**src/hdl/afs_pkg.sv**
```systemverilog
`default_nettype none

package afs_pkg;

  localparam int unsigned HDR_BYTES = 9;
  localparam int unsigned HDR_IDX_W = $clog2(HDR_BYTES);
  localparam logic [HDR_IDX_W-1:0] HDR_LAST_IDX = HDR_IDX_W'(HDR_BYTES - 1);
  localparam logic [HDR_IDX_W-1:0] HDR_LEN_HI_IDX = HDR_IDX_W'(1);
  localparam logic [HDR_IDX_W-1:0] HDR_LEN_LO_IDX = HDR_IDX_W'(2);
  localparam logic [HDR_IDX_W-1:0] HDR_SEL_IDX = HDR_IDX_W'(6);
  localparam logic [HDR_IDX_W-1:0] HDR_DEST_HI_IDX = HDR_IDX_W'(7);
  localparam logic [HDR_IDX_W-1:0] HDR_MARKER_IDX = HDR_IDX_W'(0);

  localparam logic [15:0] MIN_FRAME_LEN = 16'd11;
  localparam logic [15:0] BROADCAST_SITE = 16'hFFFF;
  localparam logic [7:0] HOST_SELECTOR = 8'd255;

  localparam logic [7:0] OWN_SITE_RST = 8'd10;
  localparam logic [7:0] START_MARKER_RST = 8'hAA;

  // Configuration register indexes
  localparam int unsigned CFG_IDX_W = 1;
  localparam logic [CFG_IDX_W-1:0] REG_OWN_SITE = 1'b0;
  localparam logic [CFG_IDX_W-1:0] REG_START_MARKER = 1'b1;

  // Parser modes
  localparam logic [1:0] MODE_HEADER = 2'd0;
  localparam logic [1:0] MODE_RELEASE = 2'd1;
  localparam logic [1:0] MODE_SKIP = 2'd2;
  localparam logic [1:0] MODE_FLUSH = 2'd3;

  typedef struct packed {
    logic [7:0] data_byte;
    logic       datagram_last;
  } afs_in_t;

  typedef struct packed {
    logic [7:0]  out_byte;
    logic [15:0] byte_index;
    logic        frame_last;
    logic        frame_abort;
    logic        reply_to_host;
  } afs_out_t;

endpackage

`default_nettype wire

```
**src/hdl/addressed_frame_splitter.sv**
```systemverilog
`default_nettype none

// Channel   | Ports                          | Transfer when
// ----------+--------------------------------+-------------------------------
// input     | in_valid, in_stall, in_data    | in_valid && !in_stall
// result    | out_valid, out_stall, out_data | out_valid && !out_stall
// config    | cfg_we, cfg_index, cfg_wdata   | cfg_we
//
// One datagram byte is taken per cycle while in_stall is low; a byte outside a
// header release gives at most one result, through a two-entry output buffer.
// When a released header completes, its nine bytes leave in order; the input
// is held off until the last of them has been handed to the output buffer.
// out_stall stalls the input only once the output buffer is full.
// Reset (rst_n low, synchronous) returns the parser to header collecting
// and loads own_site = 10, start_marker = 0xAA.
module addressed_frame_splitter
  import afs_pkg::*;
(
  input  wire logic                 clk,
  input  wire logic                 rst_n,
  input  wire logic                 cfg_we,
  input  wire logic [CFG_IDX_W-1:0] cfg_index,
  input  wire logic [7:0]           cfg_wdata,
  input  wire logic                 in_valid,
  input  afs_in_t                   in_data,
  output logic                      in_stall,
  output logic                      out_valid,
  input  wire logic                 out_stall,
  output afs_out_t                  out_data
);

  logic     push_valid;
  logic     push_ready;
  afs_out_t push_data;

  // Parse frames and produce one result transfer per cycle at most
  afs_parser u_parser (
    .clk        (clk),
    .rst_n      (rst_n),
    .cfg_we     (cfg_we),
    .cfg_index  (cfg_index),
    .cfg_wdata  (cfg_wdata),
    .in_valid   (in_valid),
    .in_data    (in_data),
    .in_stall   (in_stall),
    .push_valid (push_valid),
    .push_data  (push_data),
    .push_ready (push_ready)
  );

  // Hold results while the receiver stalls
  afs_out_buf u_out_buf (
    .clk        (clk),
    .rst_n      (rst_n),
    .push_valid (push_valid),
    .push_data  (push_data),
    .push_ready (push_ready),
    .out_valid  (out_valid),
    .out_data   (out_data),
    .out_stall  (out_stall)
  );

endmodule

`default_nettype wire

```
**src/hdl/afs_out_buf.sv**
```systemverilog
`default_nettype none

module afs_out_buf
  import afs_pkg::*;
(
  input  wire logic     clk,
  input  wire logic     rst_n,
  input  wire logic     push_valid,
  input  afs_out_t      push_data,
  output logic          push_ready,
  output logic          out_valid,
  output afs_out_t      out_data,
  input  wire logic     out_stall
);

  logic     out_valid_r;
  afs_out_t out_data_r;
  logic     skid_valid_r;
  afs_out_t skid_data_r;
  logic     out_fire;

  assign out_fire   = out_valid_r && !out_stall;
  assign push_ready = !skid_valid_r;
  assign out_valid  = out_valid_r;
  assign out_data   = out_data_r;

  always_ff @(posedge clk) begin
    if (!rst_n) begin
      out_valid_r  <= 1'b0;
      skid_valid_r <= 1'b0;
    end else if (skid_valid_r) begin
      if (out_fire) begin
        out_valid_r  <= 1'b1;
        skid_valid_r <= 1'b0;
      end
    end else if (out_fire || !out_valid_r) begin
      out_valid_r <= push_valid;
    end else if (push_valid) begin
      skid_valid_r <= 1'b1;
    end
  end

  // Payload: move skid into the output slot, take the new transfer, or park it in skid
  always_ff @(posedge clk) begin
    if (skid_valid_r) begin
      if (out_fire) begin
        out_data_r <= skid_data_r;
      end
    end else if (out_fire || !out_valid_r) begin
      if (push_valid) begin
        out_data_r <= push_data;
      end
    end else if (push_valid) begin
      skid_data_r <= push_data;
    end
  end

  a_skid_needs_out: assert property (@(posedge clk) disable iff (!rst_n)
    skid_valid_r |-> out_valid_r)
    else $error("skid entry held without a pending output");

endmodule

`default_nettype wire

```
**src/hdl/afs_parser.sv**
```systemverilog
`default_nettype none

module afs_parser
  import afs_pkg::*;
(
  input  wire logic               clk,
  input  wire logic               rst_n,
  input  wire logic               cfg_we,
  input  wire logic [CFG_IDX_W-1:0] cfg_index,
  input  wire logic [7:0]         cfg_wdata,
  input  wire logic               in_valid,
  input  afs_in_t                 in_data,
  output logic                    in_stall,
  output logic                    push_valid,
  output afs_out_t                push_data,
  input  wire logic               push_ready
);

  logic [7:0]  own_site_r;
  logic [7:0]  start_marker_r;
  logic [1:0]  mode_r, mode_nxt;
  logic [15:0] pos_r, pos_nxt;
  logic [15:0] len_r, len_nxt;
  logic        host_r, host_nxt;
  logic [7:0]  hdr_r [HDR_BYTES];
  logic                 burst_r, burst_nxt;
  logic [HDR_IDX_W-1:0] burst_cnt_r, burst_cnt_nxt;
  logic                 burst_last_r, burst_last_nxt;

  logic                 in_fire;
  logic                 hdr_we;
  logic [HDR_IDX_W-1:0] hpos;
  logic [16:0]          pos_inc;
  logic                 len_done;
  logic [15:0]          hdr_len;
  logic [15:0]          hdr_dest;

  assign in_stall = burst_r || !push_ready;
  assign in_fire  = in_valid && !in_stall;

  always_ff @(posedge clk) begin
    if (!rst_n) begin
      own_site_r     <= OWN_SITE_RST;
      start_marker_r <= START_MARKER_RST;
    end else if (cfg_we) begin
      unique case (cfg_index)
        REG_OWN_SITE:     own_site_r <= cfg_wdata;
        REG_START_MARKER: start_marker_r <= cfg_wdata;
        default: ;
      endcase
    end
  end

  assign hpos     = (pos_r >= 16'(HDR_BYTES)) ? '0 : pos_r[HDR_IDX_W-1:0];
  assign pos_inc  = {1'b0, pos_r} + 17'd1;
  assign len_done = pos_inc >= {1'b0, len_r};
  assign hdr_len  = {hdr_r[HDR_LEN_HI_IDX], hdr_r[HDR_LEN_LO_IDX]};
  assign hdr_dest = {hdr_r[HDR_DEST_HI_IDX], in_data.data_byte};

  always_comb begin
    mode_nxt       = mode_r;
    pos_nxt        = pos_r;
    len_nxt        = len_r;
    host_nxt       = host_r;
    burst_nxt      = burst_r;
    burst_cnt_nxt  = burst_cnt_r;
    burst_last_nxt = burst_last_r;
    hdr_we         = 1'b0;
    push_valid     = 1'b0;
    push_data      = '0;

    if (burst_r) begin
      // Release the held header, one byte per cycle while push_ready is high
      if (push_ready) begin
        push_valid              = 1'b1;
        push_data.out_byte      = hdr_r[burst_cnt_r];
        push_data.byte_index    = 16'(burst_cnt_r);
        push_data.frame_last    = (burst_cnt_r == HDR_LAST_IDX) && burst_last_r;
        push_data.frame_abort   = (burst_cnt_r == HDR_LAST_IDX) && burst_last_r;
        push_data.reply_to_host = host_r;
        burst_cnt_nxt           = burst_cnt_r + 1'b1;
        burst_nxt               = burst_cnt_r != HDR_LAST_IDX;
      end
    end else if (in_fire) begin
      unique case (mode_r)
        MODE_HEADER: begin
          hdr_we  = 1'b1;
          pos_nxt = 16'(hpos) + 16'd1;
          if (hpos == HDR_LAST_IDX) begin
            len_nxt  = hdr_len;
            host_nxt = hdr_r[HDR_SEL_IDX] == HOST_SELECTOR;
            priority if (hdr_len < MIN_FRAME_LEN) begin
              mode_nxt = MODE_FLUSH;
            end else if (hdr_dest != {8'd0, own_site_r} && hdr_dest != BROADCAST_SITE) begin
              mode_nxt = MODE_SKIP;
            end else if (hdr_r[HDR_MARKER_IDX] != start_marker_r) begin
              mode_nxt = MODE_FLUSH;
            end else begin
              // Marker goes out now, the other eight bytes follow
              push_valid              = 1'b1;
              push_data.out_byte      = hdr_r[HDR_MARKER_IDX];
              push_data.byte_index    = 16'd0;
              push_data.reply_to_host = host_nxt;
              burst_nxt               = 1'b1;
              burst_cnt_nxt           = HDR_IDX_W'(1);
              burst_last_nxt          = in_data.datagram_last;
              mode_nxt                = MODE_RELEASE;
            end
          end
        end
        MODE_RELEASE: begin
          push_valid              = 1'b1;
          push_data.out_byte      = in_data.data_byte;
          push_data.byte_index    = pos_r;
          push_data.reply_to_host = host_r;
          if (len_done) begin
            push_data.frame_last = 1'b1;
            mode_nxt             = MODE_HEADER;
            pos_nxt              = '0;
          end else if (in_data.datagram_last) begin
            push_data.frame_last  = 1'b1;
            push_data.frame_abort = 1'b1;
          end else begin
            pos_nxt = pos_inc[15:0];
          end
        end
        MODE_SKIP: begin
          if (len_done) begin
            mode_nxt = MODE_HEADER;
            pos_nxt  = '0;
          end else begin
            pos_nxt = pos_inc[15:0];
          end
        end
        MODE_FLUSH: ;
        default: ;
      endcase
      if (in_data.datagram_last) begin
        mode_nxt = MODE_HEADER;
        pos_nxt  = '0;
      end
    end
  end

  always_ff @(posedge clk) begin
    if (!rst_n) begin
      mode_r  <= MODE_HEADER;
      pos_r   <= '0;
      len_r   <= '0;
      host_r  <= 1'b0;
      burst_r <= 1'b0;
      burst_cnt_r  <= '0;
      burst_last_r <= 1'b0;
    end else begin
      mode_r  <= mode_nxt;
      pos_r   <= pos_nxt;
      len_r   <= len_nxt;
      host_r  <= host_nxt;
      burst_r <= burst_nxt;
      burst_cnt_r  <= burst_cnt_nxt;
      burst_last_r <= burst_last_nxt;
    end
  end

  always_ff @(posedge clk) begin
    if (hdr_we) begin
      hdr_r[hpos] <= in_data.data_byte;
    end
  end

  a_no_accept_in_burst: assert property (@(posedge clk) disable iff (!rst_n)
    burst_r |-> !in_fire)
    else $error("input taken while header burst pending");

  a_burst_mode: assert property (@(posedge clk) disable iff (!rst_n)
    burst_r |-> (mode_r == MODE_RELEASE || mode_r == MODE_HEADER))
    else $error("header burst outside release");

  a_header_pos: assert property (@(posedge clk) disable iff (!rst_n)
    (mode_r == MODE_HEADER) |-> (pos_r < 16'(HDR_BYTES)))
    else $error("header position beyond header");

endmodule

`default_nettype wire
```
**config.mk**
```make
export PLATFORM = sky130hd
export DESIGN_NAME = addressed_frame_splitter
export DESIGN_NICKNAME = d
export VERILOG_FILES = /design/src/hdl/afs_pkg.sv /design/src/hdl/addressed_frame_splitter.sv /design/src/hdl/afs_out_buf.sv /design/src/hdl/afs_parser.sv
export SDC_FILE = /design/constraint.sdc
export NUM_CORES = 1
export LEC_CHECK = 0
export ABC_AREA = 1
export BUFFER_PORTS_ARGS = -buffer_cell sky130_fd_sc_hd__buf_4
export CAP_MARGIN = 20
export CORE_ASPECT_RATIO = 0.9
export CORE_MARGIN = 4
export CORE_UTILIZATION = 45
export DETAILED_ROUTE_END_ITERATION = 6
export PLACE_DENSITY = 0.6
export SLEW_MARGIN = 20
export SYNTH_ARGS = -nofsm -noshare
export SYNTH_HDL_FRONTEND = slang
export SYNTH_HIERARCHICAL = 1
export SYNTH_SLANG_ARGS = --single-unit
```
**constraint.sdc**
```tcl
create_clock -name clk -period 4.1 [get_ports clk]
set_input_delay 0.205 -clock clk [delete_from_list [all_inputs] [get_ports clk]]
set_output_delay 0.205 -clock clk [all_outputs]
set_load 0.02 [all_outputs]
```
==> results.yml <==
power_and_ir_drop:
  ir_drop_uv: 273.8
  comb_power_share_pct: 6.7
  clkPwrFrac_pct: 42.5
  switching_power_mw: 1.216
  powerDensity_nw_per_um2: 426.3
  netSwitchingFraction_pct: 22.20
  p_seq_share_pct: 50.8
  p_int_mw: 4.262
  p_leak_nw: 5.006
final_layout:
  drive_above_1_share_pct: 9.535
  final_nets: 1299
  fillers: 2182
  n_antenna_cell: 0
  syn_to_final_growth_pct: 15.26
  fin_cells: 1577
place:
  post-dp-hpwl_mm: 17.77
  io_buffers: 51
  dp_cells: 1520
  gp_congestion: 0.8678
clock_network:
  htreeDepth: 1
  clockBufferDepth: 3
  clock-sinks: 245
  cts_resized: 0
  clkTransAtPathRegs_ns: 0.06
  cts_tree: "done"
  cts_root_buffer: "clkbuf_16"
  clk_latency_ns: 0.52
  cts_buffers: 26
grt:
  use_met3_pct: 3.146
  grt_pass1_vias: 7579
  antenna_found_initial: 1
  grt.total_usage_pct: 18.80
  grt_use_met2_pct: 28.82
  grt_pass1_wl_mm: 41.22
  use_met1_pct: 28.26
  busiest_layer: "met2"
  grt_max_degree: 74
  overflow: 0
sta:
  slew_headroom_pct: 31.99
  tightest_slew_ns: 1.019
  fmax_ghz: 0.2901
  fin_worst_skew_ns: 0.007616
  tns_ns: 0
  grt_setup_unrepaired: "no"
  finalCritPeriodShare_pct: 84.08
  finalCriticalPeriod_ns: 3.447
  hold_viol_final: 0
  finalSetupViolations: 0
  drv_slew: 0
setup_path:
  start_kind: "flop"
  arrival_ns: 3.67
  path_class: "reg2reg"
  reg2regPathDepth: 15
  rrSetupSlack_ns: 0.65
  crit_fanout: 26
  reg2reg_from: "u_parser/pos_r[0]"
  endpoint_kind: "flop"
  reg2reg_to: "u_out_buf/skid_data_r[6]"
  cp_data_required_time_ns: 4.33
logic_synthesis:
  ys.flop_type: "edfxtp_1"
  ys_seq_area_share_pct: 60.34
  synth_top_area_share_pct: 49.02
  synth_common_cells: "nand2_1, edfxtp_1, nor2_1"
  synth_edf_count: 182
  synthCells: 1168
  synth_area_leader_cell: "edfxtp_1"
  synth_seq_cells: 245
  synthMostInstantiatedCell: "nand2_1"
  synth_cell_types: 40
  yosys_warnings: 6
  synthArstFlopShare_pct: 0
  ys_top_cells_by_area: "edfxtp_1, dfxtp_1, nand2_1"
  syn_avg_cell_area_um2: 9.545
  netlist_area_um2: 11150
floorplanning:
  initial_core_util_pct: 45.83
  die-area_um2: 27360
  die_x_um: 173.9
  rows: 54
  fp.coreArea_um2: 24320
  pin_count: 52
  die_h_um: 157.3
drt:
  firstDrtPassIters: 5
  via_per_inst: 5.209
  drt_wl_total_mm: 26.13
  wire_per_inst_um: 16.57
  drc: 0
  ant_nets: 0
  via_count: 8214
  drt_iter0_drc: 767
run_status:
  status: "complete, no violations"
min_path:
  hold_class: "in2reg"
  hold_depth: 1
  min-delay-start: "in_data[3]"
  hold_path_end: "u_parser/hdr_r[7][2]"
run:
  max_cap_violations: 0
==> routing by layer <==
metal  part of all wire [%]  vias to the layer above
met4                    2.0                        0
met1                     49                     3813
met5                      0                        -
met2                     43                      256
met3                    6.3                       43
li1                       -                     4102
==> power by group through the flow <==
stage / logic (mW) / registers [mW] / clock network [mW]
after floorplan: 0.218 / 2.83 / 0
after global placement: 0.356 / 2.83 / 0
after detailed placement: 0.357 / 2.84 / 0
after CTS: 0.365 / 2.78 / 2.38
after global routing: 0.407 / 2.79 / 2.50
final: 0.368 / 2.78 / 2.33
==> placed cells by master, fill, tap and decap left out, drive strengths merged, types with 12 or more instances in the layout <==
| cell | n |
|---|---|
| nand2 | 245 |
| edfxtp | 182 |
| nor2 | 164 |
| o21ai | 122 |
| inv | 105 |
| dfxtp | 63 |
| a21oi | 61 |
| buf | 58 |
| nand3 | 56 |
| clkbuf | 33 |
| conb | 32 |
| ha | 27 |
| o22ai | 24 |
| nand4 | 16 |
| xnor2 | 13 |
| clkinv | 12 |
==> area by class of cell <==
class	instances	area, um2	share of cell area [%]
repair buffers	67	538.0	4.187
clock inverters	15	148.9	1.159
multi-input cells	802	3940	30.66
inverters	107	401.6	3.126
flip-flops and latches	245	6728	52.36
well taps	308	385.4	2.999
clock buffers	33	708.2	5.511
==> critical path: stages, from the launching register on <==
cell	delay [ns]
dfxtp_1	0.47
inv_1	0.13
ha_1	0.21
nand2_1	0.07
o21ai_2	0.07
nand3_2	0.14
nor2_1	0.10
inv_1	0.09
ha_1	0.18
nand2_1	0.17
nor2_8	0.40
nand3_4	0.19
nand3_1	0.17
nand2_1	0.09
nor2_2	0.44
buf_12	0.23
==> flip-flops by register name (all words and copies together), names as in the netlist, named ones only <==
signal	count
u_out_buf/skid_data_r	27
u_parser/start_marker_r	8
u_parser/burst_last_r	1
u_parser/burst_cnt_r	4
u_parser/host_r	1
u_parser/own_site_r	8
u_parser/pos_r	16
u_out_buf/skid_valid_r	1
u_parser/hdr_r	128
u_out_buf/out_data	27
u_parser/len_r	16
u_out_buf/out_valid	1
u_parser/mode_r	2
u_parser/burst_r	1
==> how the worst max path moves through the flow <==
stage / start / end / slack [ns] / depth (start not counted)
2_1_floorplan: u_parser/pos_r[0] / u_out_buf/out_data[0] / 0.44 / 14
3_3_place_gp: u_parser/pos_r[0] / u_out_buf/skid_data_r[14] / 0.83 / 15
3_5_place_dp: u_parser/pos_r[0] / u_out_buf/skid_data_r[14] / 0.68 / 15
4_1_cts: u_parser/pos_r[0] / u_out_buf/skid_data_r[6] / 0.66 / 15
5_1_grt: u_parser/pos_r[0] / u_out_buf/out_data[2] / 0.34 / 23
6_report: u_parser/pos_r[0] / u_out_buf/skid_data_r[6] / 0.65 / 15
==> per-stage QoR <==
step | setup WS [ns] | area [um2] | utilization, % | hold WS (ns) | total power, mW
after floorplan | 0.4398 | 11260 | - | 0.3039 | 3.051
after global routing | 0.3448 | 12850 | 52.83 | 0.04680 | 5.695
final | 0.6528 | 12850 | 52.83 | 0.05690 | 5.478
after CTS | 0.6649 | 12850 | 52.83 | 0.03022 | 5.532
after global placement | 0.8317 | 11900 | 48.94 | 0.4244 | 3.190
after detailed placement | 0.6841 | 11900 | 48.94 | 0.4241 | 3.193
==> logic make-up (layout without fill, tap and decap cells) <==
group           after synthesis  after routing  share of synthesized area, %
simple gates                496            496                         18.53
flops                       245            245                         60.34
other cells                   1             32                       0.03364
buf+inv                     152            222                         5.421
xor+xnor                     23             23                         1.807
compound gates              224            224                         10.84
fa+ha+maj                    27             27                         3.030
==> timing repair <==
| action | in CTS | in global routing |
|---|---|---|
| hold endpoints to repair | 17 | 0 |
| buffers inserted | 0 | 0 |
| endpoints found under the setup margin | 0 | 0 |
| hold buffers | 9 | 0 |
(Power assumes the default switching activity.)
